**config.mk**
```make
export PLATFORM = sky130hd
export DESIGN_NAME = chacha20_stream_cipher
export DESIGN_NICKNAME = d
export VERILOG_FILES = /design/src/rtl/chacha_pkg.sv /design/src/rtl/chacha20_stream_cipher.sv /design/src/rtl/chacha_front.sv /design/src/rtl/chacha_core.sv /design/src/rtl/chacha_back.sv
export SDC_FILE = /design/constraint.sdc
export NUM_CORES = 2
export LEC_CHECK = 0
export BUFFER_PORTS_ARGS = -buffer_cell sky130_fd_sc_hd__buf_2
export CORE_ASPECT_RATIO = 0.7
export CORE_MARGIN = 1
export CORE_UTILIZATION = 66
export CTS_CLUSTER_SIZE = 10
export DETAILED_ROUTE_END_ITERATION = 7
export GPL_TIMING_DRIVEN = 0
export PLACE_DENSITY = 0.83
export SYNTH_ARGS = -nofsm -noshare
export SYNTH_HDL_FRONTEND = slang
export SYNTH_SLANG_ARGS = --single-unit
```
**constraint.sdc**
```tcl
create_clock -name clk_i -period 57.5 [get_ports clk_i]
set_input_delay 8.625 -clock clk_i [delete_from_list [all_inputs] [get_ports clk_i]]
set_output_delay 8.625 -clock clk_i [all_outputs]
set_load 0.02 [all_outputs]
```
**src/rtl/chacha_pkg.sv**
```systemverilog
// ----------------------------------------------------------------------------
// chacha_pkg: shared types, constants and round function
// Word formats, register indexes and the ChaCha half quarter-round.
// ----------------------------------------------------------------------------
package chacha_pkg;

  localparam int DOUBLE_ROUNDS_DEF = 10;
  localparam int FIFO_DEPTH        = 4;
  localparam int CFG_IDX_W         = 3;
  localparam int CFG_DATA_W        = 64;

  // Register indexes
  localparam logic [CFG_IDX_W-1:0] REG_KEY_0     = 3'd0;
  localparam logic [CFG_IDX_W-1:0] REG_KEY_1     = 3'd1;
  localparam logic [CFG_IDX_W-1:0] REG_KEY_2     = 3'd2;
  localparam logic [CFG_IDX_W-1:0] REG_KEY_3     = 3'd3;
  localparam logic [CFG_IDX_W-1:0] REG_NONCE_LO  = 3'd4;
  localparam logic [CFG_IDX_W-1:0] REG_NONCE_HI  = 3'd5;
  localparam logic [CFG_IDX_W-1:0] REG_START_CTR = 3'd6;

  localparam logic [31:0] START_CTR_RST = 32'd1;

  // "expand 32-byte k", word 0 in the low slot
  localparam logic [3:0][31:0] SIGMA = {
    32'h6b206574, 32'h79622d32, 32'h3320646e, 32'h61707865
  };

  typedef struct packed {
    logic [7:0] data_byte;
    logic       end_of_call;
  } in_word_t;

  typedef struct packed {
    logic [7:0] result_byte;
    logic       result_last;
  } out_word_t;

  // queue entry: input word tagged with its keystream byte position
  typedef struct packed {
    logic [7:0] data_byte;
    logic       end_of_call;
    logic [5:0] pos;
  } ent_t;

  typedef struct packed {
    logic valid;
    ent_t ent;
  } head_t;

  typedef struct packed {
    logic [7:0][31:0] key;
    logic [2:0][31:0] nonce;
  } key_cfg_t;

  typedef struct packed {
    logic              valid;
    logic [15:0][31:0] words;
  } ks_t;

  typedef struct packed {
    logic [31:0] a;
    logic [31:0] b;
    logic [31:0] c;
    logic [31:0] d;
  } qr_t;

  // One half of a quarter-round: rotations 16/12 in the first half, 8/7 in the second.
  function automatic qr_t qr_half(input logic [31:0] a, input logic [31:0] b,
                                  input logic [31:0] c, input logic [31:0] d,
                                  input logic second);
    qr_t         r;
    logic [31:0] a1;
    logic [31:0] d1;
    logic [31:0] c1;
    logic [31:0] b1;
    a1 = a + b;
    d1 = d ^ a1;
    d1 = second ? {d1[23:0], d1[31:24]} : {d1[15:0], d1[31:16]};
    c1 = c + d1;
    b1 = b ^ c1;
    b1 = second ? {b1[24:0], b1[31:25]} : {b1[19:0], b1[31:20]};
    r.a = a1;
    r.b = b1;
    r.c = c1;
    r.d = d1;
    return r;
  endfunction

endpackage

```
**src/rtl/chacha20_stream_cipher.sv**
```systemverilog
// ----------------------------------------------------------------------------
// chacha20_stream_cipher: ChaCha20 byte stream cipher, 96-bit nonce
// Each word is XORed with the next keystream byte; blocks come from a
// prefetching round unit.
// ----------------------------------------------------------------------------
//
//  channel  handshake               payload
//  -------  ----------------------  -----------------------------------
//  input    push / full             in_word_i  (data_byte, end_of_call)
//  result   empty / pop             out_word_o (result_byte, result_last)
//  config   cfg_valid_i/cfg_ready_o cfg_index_i, cfg_data_i
//
//  One word per cycle within a block while the result side is not stalled.
//  The round unit loads the state, runs half a round per cycle and does the
//  final add. A block is started the cycle after the previous one is taken,
//  so short calls ending early wait on the round unit. After reset or any
//  config write the first result waits for a whole block to be built.
//  A stalled result side backs up through the 4-word queue.
//
module chacha20_stream_cipher #(
  parameter int DOUBLE_ROUNDS = chacha_pkg::DOUBLE_ROUNDS_DEF
) (
  input  logic                                clk_i,
  input  logic                                rst_ni,
  // input word channel
  input  logic                                push,
  output logic                                full,
  input  chacha_pkg::in_word_t                in_word_i,
  // result word channel
  output logic                                empty,
  input  logic                                pop,
  output chacha_pkg::out_word_t               out_word_o,
  // config write channel
  input  logic                                cfg_valid_i,
  output logic                                cfg_ready_o,
  input  logic [chacha_pkg::CFG_IDX_W-1:0]    cfg_index_i,
  input  logic [chacha_pkg::CFG_DATA_W-1:0]   cfg_data_i
);

  // key and nonce registers; start counter lives in the core's counter
  chacha_pkg::key_cfg_t cfg_q;
  logic                 cfg_wr;
  logic                 ctr_load;
  chacha_pkg::head_t    head;
  logic                 head_pop;
  chacha_pkg::ks_t      ks_blk;
  logic                 ks_take;

  assign cfg_ready_o = 1'b1;
  assign cfg_wr      = cfg_valid_i && cfg_ready_o;
  assign ctr_load    = cfg_wr && (cfg_index_i == chacha_pkg::REG_START_CTR);

  always_ff @(posedge clk_i or negedge rst_ni) begin
    if (!rst_ni) begin
      cfg_q <= '0;
    end else if (cfg_wr) begin
      case (cfg_index_i)
        chacha_pkg::REG_KEY_0:    cfg_q.key[1:0]   <= cfg_data_i;
        chacha_pkg::REG_KEY_1:    cfg_q.key[3:2]   <= cfg_data_i;
        chacha_pkg::REG_KEY_2:    cfg_q.key[5:4]   <= cfg_data_i;
        chacha_pkg::REG_KEY_3:    cfg_q.key[7:6]   <= cfg_data_i;
        chacha_pkg::REG_NONCE_LO: cfg_q.nonce[1:0] <= cfg_data_i;
        chacha_pkg::REG_NONCE_HI: cfg_q.nonce[2]   <= cfg_data_i[31:0];
        default: begin
          // start counter is handled in the core; unknown indexes ignored
        end
      endcase
    end
  end

  chacha_front u_front (
    .clk_i      (clk_i),
    .rst_ni     (rst_ni),
    .push       (push),
    .full       (full),
    .in_word_i  (in_word_i),
    .clr_pos_i  (ctr_load),
    .head_pop_i (head_pop),
    .head_o     (head)
  );

  // any config write drops the prefetched block so it is rebuilt
  // with the new key, nonce or counter
  chacha_core #(
    .DOUBLE_ROUNDS (DOUBLE_ROUNDS)
  ) u_core (
    .clk_i      (clk_i),
    .rst_ni     (rst_ni),
    .cfg_i      (cfg_q),
    .flush_i    (cfg_wr),
    .ctr_load_i (ctr_load),
    .ctr_val_i  (cfg_data_i[31:0]),
    .take_i     (ks_take),
    .ks_o       (ks_blk)
  );

  chacha_back u_back (
    .clk_i      (clk_i),
    .rst_ni     (rst_ni),
    .head_i     (head),
    .head_pop_o (head_pop),
    .ks_i       (ks_blk),
    .take_o     (ks_take),
    .empty      (empty),
    .pop        (pop),
    .out_word_o (out_word_o)
  );

  // a block is only switched in when one is ready
  a_take_valid: assert property (@(posedge clk_i) disable iff (!rst_ni)
    ks_take |-> ks_blk.valid)
    else $error("keystream block taken while none ready");

  // mid-block words never wait on the round unit
  a_mid_block_flows: assert property (@(posedge clk_i) disable iff (!rst_ni)
    (empty && head.valid && (head.ent.pos != '0)) |=> !empty)
    else $error("mid-block word stalled with free result register");

  // a config write always discards the prefetched block
  a_cfg_flush: assert property (@(posedge clk_i) disable iff (!rst_ni)
    cfg_wr |=> !ks_blk.valid)
    else $error("prefetched block survived a config write");

endmodule

```
**src/rtl/chacha_front.sv**
```systemverilog
// ----------------------------------------------------------------------------
// chacha_front: input side
// Accepts words, tags each with its byte position, queues them for the back.
// ----------------------------------------------------------------------------
module chacha_front (
  input  logic                 clk_i,
  input  logic                 rst_ni,
  input  logic                 push,
  output logic                 full,
  input  chacha_pkg::in_word_t in_word_i,
  input  logic                 clr_pos_i,
  input  logic                 head_pop_i,
  output chacha_pkg::head_t    head_o
);

  localparam int PTR_W = $clog2(chacha_pkg::FIFO_DEPTH);
  localparam int CNT_W = $clog2(chacha_pkg::FIFO_DEPTH + 1);
  localparam logic [PTR_W-1:0] PTR_LAST = PTR_W'(chacha_pkg::FIFO_DEPTH - 1);
  localparam logic [CNT_W-1:0] CNT_FULL = CNT_W'(chacha_pkg::FIFO_DEPTH);

  chacha_pkg::ent_t ent_q [chacha_pkg::FIFO_DEPTH];
  logic [PTR_W-1:0] wr_ptr_q, wr_ptr_d;
  logic [PTR_W-1:0] rd_ptr_q, rd_ptr_d;
  logic [CNT_W-1:0] cnt_q, cnt_d;
  logic [5:0]       pos_q, pos_d;
  logic             wr_en;
  logic             rd_en;

  assign full   = (cnt_q == CNT_FULL);
  assign wr_en  = push && !full;
  assign rd_en  = head_pop_i && (cnt_q != '0);

  assign head_o.valid = (cnt_q != '0);
  assign head_o.ent   = ent_q[rd_ptr_q];

  always_comb begin
    wr_ptr_d = wr_ptr_q;
    rd_ptr_d = rd_ptr_q;
    cnt_d    = cnt_q;
    pos_d    = pos_q;
    if (wr_en) begin
      wr_ptr_d = (wr_ptr_q == PTR_LAST) ? '0 : wr_ptr_q + 1'b1;
      pos_d    = in_word_i.end_of_call ? '0 : pos_q + 1'b1;
    end
    if (rd_en) begin
      rd_ptr_d = (rd_ptr_q == PTR_LAST) ? '0 : rd_ptr_q + 1'b1;
    end
    if (wr_en && !rd_en) begin
      cnt_d = cnt_q + 1'b1;
    end else if (!wr_en && rd_en) begin
      cnt_d = cnt_q - 1'b1;
    end
    // counter reload restarts the block
    if (clr_pos_i) begin
      pos_d = '0;
    end
  end

  always_ff @(posedge clk_i or negedge rst_ni) begin
    if (!rst_ni) begin
      wr_ptr_q <= '0;
      rd_ptr_q <= '0;
      cnt_q    <= '0;
      pos_q    <= '0;
    end else begin
      wr_ptr_q <= wr_ptr_d;
      rd_ptr_q <= rd_ptr_d;
      cnt_q    <= cnt_d;
      pos_q    <= pos_d;
    end
  end

  always_ff @(posedge clk_i) begin
    if (wr_en) begin
      ent_q[wr_ptr_q].data_byte   <= in_word_i.data_byte;
      ent_q[wr_ptr_q].end_of_call <= in_word_i.end_of_call;
      ent_q[wr_ptr_q].pos         <= pos_q;
    end
  end

endmodule

```
**src/rtl/chacha_core.sv**
```systemverilog
// ----------------------------------------------------------------------------
// chacha_core: keystream block generator
// Iterative round unit, half a round per cycle, one block held ahead.
// ----------------------------------------------------------------------------
module chacha_core #(
  parameter int DOUBLE_ROUNDS = chacha_pkg::DOUBLE_ROUNDS_DEF
) (
  input  logic                 clk_i,
  input  logic                 rst_ni,
  input  chacha_pkg::key_cfg_t cfg_i,
  input  logic                 flush_i,
  input  logic                 ctr_load_i,
  input  logic [31:0]          ctr_val_i,
  input  logic                 take_i,
  output chacha_pkg::ks_t      ks_o
);

  localparam int STEPS  = 4 * DOUBLE_ROUNDS;
  localparam int STEP_W = $clog2(STEPS);
  localparam logic [STEP_W-1:0] STEP_LAST = STEP_W'(STEPS - 1);

  localparam logic [1:0] ST_IDLE = 2'd0;
  localparam logic [1:0] ST_RUN  = 2'd1;
  localparam logic [1:0] ST_ADD  = 2'd2;

  logic [1:0]        state_q, state_d;
  logic [STEP_W-1:0] step_q, step_d;
  logic              nxt_vld_q, nxt_vld_d;
  logic [31:0]       ctr_q, ctr_d;
  logic [15:0][31:0] w_q, w_step;
  logic [15:0][31:0] nxt_q;
  logic [15:0][31:0] init_w;
  logic              start;
  logic              half;
  logic              diag;

  assign init_w[3:0]   = chacha_pkg::SIGMA;
  assign init_w[11:4]  = cfg_i.key;
  assign init_w[12]    = ctr_q;
  assign init_w[15:13] = cfg_i.nonce;

  assign half  = step_q[0];
  assign diag  = step_q[1];
  assign start = (state_q == ST_IDLE) && !nxt_vld_q && !flush_i;

  // four independent lanes: columns or diagonals
  always_comb begin
    logic [1:0]        lane;
    logic [3:0]        ia;
    logic [3:0]        ib;
    logic [3:0]        ic;
    logic [3:0]        id;
    chacha_pkg::qr_t   qr;
    w_step = w_q;
    for (int l = 0; l < 4; l++) begin
      lane = 2'(l);
      ia   = {2'b00, lane};
      ib   = {2'b01, lane + {1'b0, diag}};
      ic   = {2'b10, lane + {diag, 1'b0}};
      id   = {2'b11, lane + {diag, diag}};
      qr   = chacha_pkg::qr_half(w_q[ia], w_q[ib], w_q[ic], w_q[id], half);
      w_step[ia] = qr.a;
      w_step[ib] = qr.b;
      w_step[ic] = qr.c;
      w_step[id] = qr.d;
    end
  end

  always_comb begin
    state_d   = state_q;
    step_d    = step_q;
    nxt_vld_d = nxt_vld_q;
    ctr_d     = ctr_q;
    if (flush_i) begin
      state_d   = ST_IDLE;
      nxt_vld_d = 1'b0;
      if (ctr_load_i) begin
        ctr_d = ctr_val_i;
      end
    end else begin
      if (take_i) begin
        nxt_vld_d = 1'b0;
        ctr_d     = ctr_q + 1'b1;
      end
      case (state_q)
        ST_IDLE: begin
          if (start) begin
            state_d = ST_RUN;
            step_d  = '0;
          end
        end
        ST_RUN: begin
          step_d = step_q + 1'b1;
          if (step_q == STEP_LAST) begin
            state_d = ST_ADD;
          end
        end
        ST_ADD: begin
          state_d   = ST_IDLE;
          nxt_vld_d = 1'b1;
        end
        default: begin
          state_d = ST_IDLE;
        end
      endcase
    end
  end

  always_ff @(posedge clk_i or negedge rst_ni) begin
    if (!rst_ni) begin
      state_q   <= ST_IDLE;
      step_q    <= '0;
      nxt_vld_q <= 1'b0;
      ctr_q     <= chacha_pkg::START_CTR_RST;
    end else begin
      state_q   <= state_d;
      step_q    <= step_d;
      nxt_vld_q <= nxt_vld_d;
      ctr_q     <= ctr_d;
    end
  end

  always_ff @(posedge clk_i) begin
    if (start) begin
      w_q <= init_w;
    end else if (state_q == ST_RUN) begin
      w_q <= w_step;
    end
    if (state_q == ST_ADD) begin
      for (int i = 0; i < 16; i++) begin
        nxt_q[i] <= w_q[i] + init_w[i];
      end
    end
  end

  assign ks_o.valid = nxt_vld_q;
  assign ks_o.words = nxt_q;

endmodule

```
**src/rtl/chacha_back.sv**
```systemverilog
// ----------------------------------------------------------------------------
// chacha_back: keystream combine and result register
// Switches to the prefetched block at position zero, XORs, holds the result.
// ----------------------------------------------------------------------------
module chacha_back (
  input  logic                  clk_i,
  input  logic                  rst_ni,
  input  chacha_pkg::head_t     head_i,
  output logic                  head_pop_o,
  input  chacha_pkg::ks_t       ks_i,
  output logic                  take_o,
  output logic                  empty,
  input  logic                  pop,
  output chacha_pkg::out_word_t out_word_o
);

  logic [15:0][31:0]     cur_q;
  logic                  out_vld_q;
  chacha_pkg::out_word_t out_q;
  logic                  out_free;
  logic                  new_blk;
  logic                  go;
  logic [31:0]           ks_word;
  logic [31:0]           ks_shift;

  assign out_free = !out_vld_q || pop;
  assign new_blk  = (head_i.ent.pos == '0);
  assign go       = head_i.valid && out_free && (!new_blk || ks_i.valid);

  assign head_pop_o = go;
  assign take_o     = go && new_blk;

  // byte 0 of a new block comes straight from the prefetched block
  assign ks_word  = new_blk ? ks_i.words[0] : cur_q[head_i.ent.pos[5:2]];
  assign ks_shift = ks_word >> {head_i.ent.pos[1:0], 3'b000};

  always_ff @(posedge clk_i or negedge rst_ni) begin
    if (!rst_ni) begin
      out_vld_q <= 1'b0;
    end else if (go) begin
      out_vld_q <= 1'b1;
    end else if (pop) begin
      out_vld_q <= 1'b0;
    end
  end

  always_ff @(posedge clk_i) begin
    if (take_o) begin
      cur_q <= ks_i.words;
    end
    if (go) begin
      out_q.result_byte <= head_i.ent.data_byte ^ ks_shift[7:0];
      out_q.result_last <= head_i.ent.end_of_call;
    end
  end

  assign empty      = !out_vld_q;
  assign out_word_o = out_q;

endmodule
```
==> impl_metrics.csv, run 1 <==
group,metric,value,unit
global_routing,grt_max_degree,126,
placement,dpl.hpwl,500100,µm
floorplanning,start_util,66.44,%
clocking,postCtsSetupBuffers,0,
synthesis,synthCells,10136,
synthesis,synth-xor-area-share,7.468,%
floorplanning,num_io_pins,93,
synthesis,synthesis.nets,10871,
outcome,status,"stopped before the end",
synthesis,synth_area_leader_cell,"edfxtp_1",
synthesis,synth-async-reset-ratio,20.23,%
clocking,clock_path_buffers,3,
placement,port_buffers,88,
synthesis,synth_fa_ha_area_share,7.103,%
clocking,numCtsBuffers,222,
synthesis,synth_area_leaders,"edfxtp_1 38%, dfrtp_1 8.7%, ha_1 6.7%",
global_routing,antenna_found_initial,187,
clocking,hold_buffers,0,
synthesis,avgSynthCellArea,11.59,µm²
synthesis,ys_ff_latch,2012,
clocking,root_buffer,"clkbuf_16",
global_routing,grt_remaining_overflow,102,
synthesis,yosysSeqAreaShare,48.63,%
outcome,stop_error,"[ERROR GRT-0232] Routing congestion too high. Check the congestion heatmap in the GUI.",
synthesis,synth_top_area_share,37.77,%
synthesis,synth_compound_area_share,13.81,%
clocking,cts_resized,0,
clocking,cts.sinks,2012,
synthesis,synthSimpleGateAreaFrac,7.911,%
placement,place_congestion,1.429,
floorplanning,row_count,129,
synthesis,synth.distinct_cells,102,
floorplanning,die_w,506.2,µm
outcome,stop_stage,"5_1_grt",
synthesis,synth_warnings,0,
floorplanning,die_h,354.9,µm
synthesis,yosys-mux-area-fraction,12.84,%
synthesis,synth_top_family_by_area,"compound AO/OA/AOI/OAI gates",
synthesis,synth_edf_count,1477,
clocking,htree_levels,4,
global_routing,grt_use_total,78.64,%
placement,dp_cells,12648,
synthesis,synth_top_flop_cell,"edfxtp_1",
synthesis,syn_area,117400,µm²
kinds of logic after synthesis:
kind of cell | count (synthesis)
AO/OA/AOI/OAI | 2535
AND/OR/NAND/NOR | 2059
flip-flops | 2012
multiplexers | 1209
XOR/XNOR | 974
buffers and inverters | 692
adder cells (fa/ha/maj) | 654
other | 1
through the flow:
stage / worst slack, ps / cell area (µm²)
after global placement: 22640 / 120800
after floorplan: 33130 / 117400
after CTS: 42560 / 128900
after detailed placement: 42690 / 122100
per-layer routing:
metal	GRT overflow	track usage, %
met1	6	81.83
met2	60	88.49
met3	0	69.07
met4	34	69.66
met5	2	59.20
synth_stat cells, drive strengths merged (77+ instances only):
cell type  count
a22o         112
mux4         177
buf           80
o21bai        79
nor2         610
nor3         106
edfxtp      1477
xor2         330
dfxtp        128
mux2i        431
o21ai        710
o21a          98
a21o         241
clkbuf       305
mux2         601
nand3        147
nor2b         77
nand2        741
ha           633
nand2b        92
xnor2        629
a21oi        676
dfrtp        406
inv          305
==> inputs of run 2 (changes only) <==
--- a/config.mk
+++ b/config.mk
@@ -6,13 +6,11 @@
 export NUM_CORES = 2
 export LEC_CHECK = 0
 export BUFFER_PORTS_ARGS = -buffer_cell sky130_fd_sc_hd__buf_2
-export CORE_ASPECT_RATIO = 0.7
 export CORE_MARGIN = 1
-export CORE_UTILIZATION = 66
-export CTS_CLUSTER_SIZE = 10
+export CORE_UTILIZATION = 40
 export DETAILED_ROUTE_END_ITERATION = 7
 export GPL_TIMING_DRIVEN = 0
-export PLACE_DENSITY = 0.83
+export PLACE_DENSITY_LB_ADDON = 0.15
 export SYNTH_ARGS = -nofsm -noshare
 export SYNTH_HDL_FRONTEND = slang
 export SYNTH_SLANG_ARGS = --single-unit
==> impl_metrics.csv, run 2 <==
group,metric,value,unit
outcome,status,"finished with violations",
outcome,failed_checks,"capacitance limit, slew limit",
timing,tns,0,ps
synthesis,synthesis.nets,10871,
placement,pre_cts_ws,41800,ps
critical_path,rrSetupSlack,40590,ps
finish,nFillCells,26751,
route,ant_nets,0,
global_routing,grt_remaining_overflow,0,
global_routing,antenna_found_initial,206,
floorplanning,die_area,295700,µm²
synthesis,synth_edf_count,1477,
timing,tightest_slew,1778,ps
clocking,path_clk_slew,70,ps
synthesis,synth_top_area_share,37.77,%
timing,setup_violations,0,
finish,seq_area,57100,µm²
placement,dpl.hpwl,615800,µm
route,met2_length,305800,µm
clocking,hold_buffers,0,
synthesis,syn_area,117400,µm²
floorplanning,num_io_pins,93,
route,dr.pass1.iters,8,
critical_path,cp.arrival,17640,ps
critical_path,crit_path_end,"u_core.w_q[229]",
clocking,postCtsSetupBuffers,0,
timing,maxSlewHeadroom,-19.37,%
placement,port_buffers,88,
synthesis,synth-async-reset-ratio,20.23,%
critical_path,path_class,"reg2reg",
route,via_count,100982,
clocking,cts_tree,"built",
critical_path,cp_data_required_time,58230,ps
global_routing,grt_first_pass_wirelength,937000,µm
route,drt-vias-per-instance,6.770,
clocking,numCtsBuffers,237,
finish,layout_common_cells,"1477 x edfxtp_1, 741 x nand2_1, 659 x a21oi_1, 633 x ha_1, 626 x xnor2_1",
timing,fin_ws,40590,ps
critical_path,rr_worst_depth,33,
finish,final_common_cell,"edfxtp_1",
placement,place_congestion,1.166,
synthesis,synth_top_flop_cell,"edfxtp_1",
finish,fin_nets,11344,
route,highest_layer,"met5",
timing,rsz0062_at_grt,"false",
timing,layout_min_cycle_time,16910,ps
critical_path,cp-startpoint,"u_core.step_q[1]",
finish,drive_gt1_share,15.73,%
run,cap_violations,55,
finish,utilization,46.09,%
route,wl_per_cell,50.18,µm
critical_path,slowest_stage,"xor2_1",
floorplanning,row_count,198,
critical_path,worstSetupStartpointType,"flip-flop",
route,route.detailed.drc,0,
synthesis,synth.most_common_cell,"edfxtp_1",
critical_path,critPathCaptureType,"flip-flop",
synthesis,synthTopCellsByCount,"1477 x edfxtp_1, 741 x nand2_1, 672 x a21oi_1",
synthesis,synth_warnings,0,
clocking,clock_path_buffers,4,
floorplanning,die_h,543.8,µm
synthesis,avgSynthCellArea,11.59,µm²
global_routing,grt_pass1_vias,92389,
synthesis,synthCells,10136,
floorplanning,core_area,291600,µm²
clocking,root_buffer,"clkbuf_16",
finish,area_growth,14.44,%
critical_path,cp_max_fo,11,
synthesis,yosysSeqAreaShare,48.63,%
critical_path,r2r-end,"u_core.w_q[229]",
synthesis,ys_ff_latch,2012,
timing,report.final.hold_viol_count,0,
synthesis,synth_area_leader_cell,"edfxtp_1",
timing,slew_violations,368,
critical_path,regToRegStartpoint,"u_core.step_q[1]",
floorplanning,die_w,543.8,µm
timing,timing.final.crit_share,29.40,%
finish,multi_input_area,58070,µm²
route,drt_iter0_drc,17078,
global_routing,grt_max_degree,122,
route,wl_met1,270700,µm
clocking,htree_levels,4,
clocking,clkLatencyLatePin,980,ps
clocking,cts_resized,0,
synthesis,synth.distinct_cells,102,
floorplanning,start_util,40.27,%
synthesis,synth_area_leaders,"edfxtp_1 38%, dfrtp_1 8.7%, ha_1 6.7%",
global_routing,grt_use_total,49.66,%
clocking,cts.sinks,2012,
critical_path,crit_path_max_incr_delay,1120,ps
route,wirelength,748600,µm
timing,whs,384.0,ps
timing,fin_worst_skew,69.69,ps
hold_path,min_path_type,"reg2reg",
critical_path,cpMostUsedCell,"a21oi_1",
timing,max_freq,0.05915,GHz
route,wl_met3,96300,µm
## run 2: area by class of cell
class                           count  area share, %
Clock inverter                    136          1.182
Inverter                          307         0.8631
Tap cell                         3900          3.631
Timing Repair Buffer              234          2.191
Buffer                            385          1.230
Multi-Input combinational cell   7432          43.21
Sequential cell                  2012          42.49
Antenna cell                      201         0.3743
Clock buffer                      310          4.823
## run 2: metrics by stage
step,instances,area [µm²]
detailed placement,14261,125700
finish,14917,134400
global route,14735,133900
CTS,14707,133700
floorplan,10136,117400
global placement,14124,122700
## run 2: cell families after synthesis
kind of cell    synth area share [%]
compound gates                 13.81
xor+xnor                       7.468
fa+ha+maj                      7.103
buf+inv                        2.238
flops                          48.63
mux                            12.84
other cells                 0.003193
simple gates                   7.911
## run 2: worst min-delay path by stage
stage	from	end	slack (ps)	cells past startpoint
final	u_core.ks_o[205]	u_back.cur_q[205]	380	0
after global routing	u_core.ks_o[205]	u_back.cur_q[205]	400	0
after CTS	u_core.ks_o[205]	u_back.cur_q[205]	370	0
after detailed placement	u_core.ks_o[101]	u_back.cur_q[101]	400	0
after global placement	u_core.ks_o[97]	u_back.cur_q[97]	400	0
after floorplan	u_core.ks_o[100]	u_back.cur_q[100]	400	0
## run 2: critical path: cells and delay by family (launching register included)
family,cells,cell delay [ps]
simple gates,4,1360
buf+inv,7,4480
xor+xnor,3,2690
mux,2,1480
fa+ha+maj,2,550
compound gates,15,5560
flops,1,340
## run 2: routing by layer
metal	vias up	track usage, %
met3	2117	20.13
met2	8245	70.12
met4	60	42.54
li1	39271	-
met1	51289	58.43
met5	-	0.6006
Power of run 2 is not shown: default switching activity piles up to over one toggle a cycle in this logic, so the estimate is an artifact.
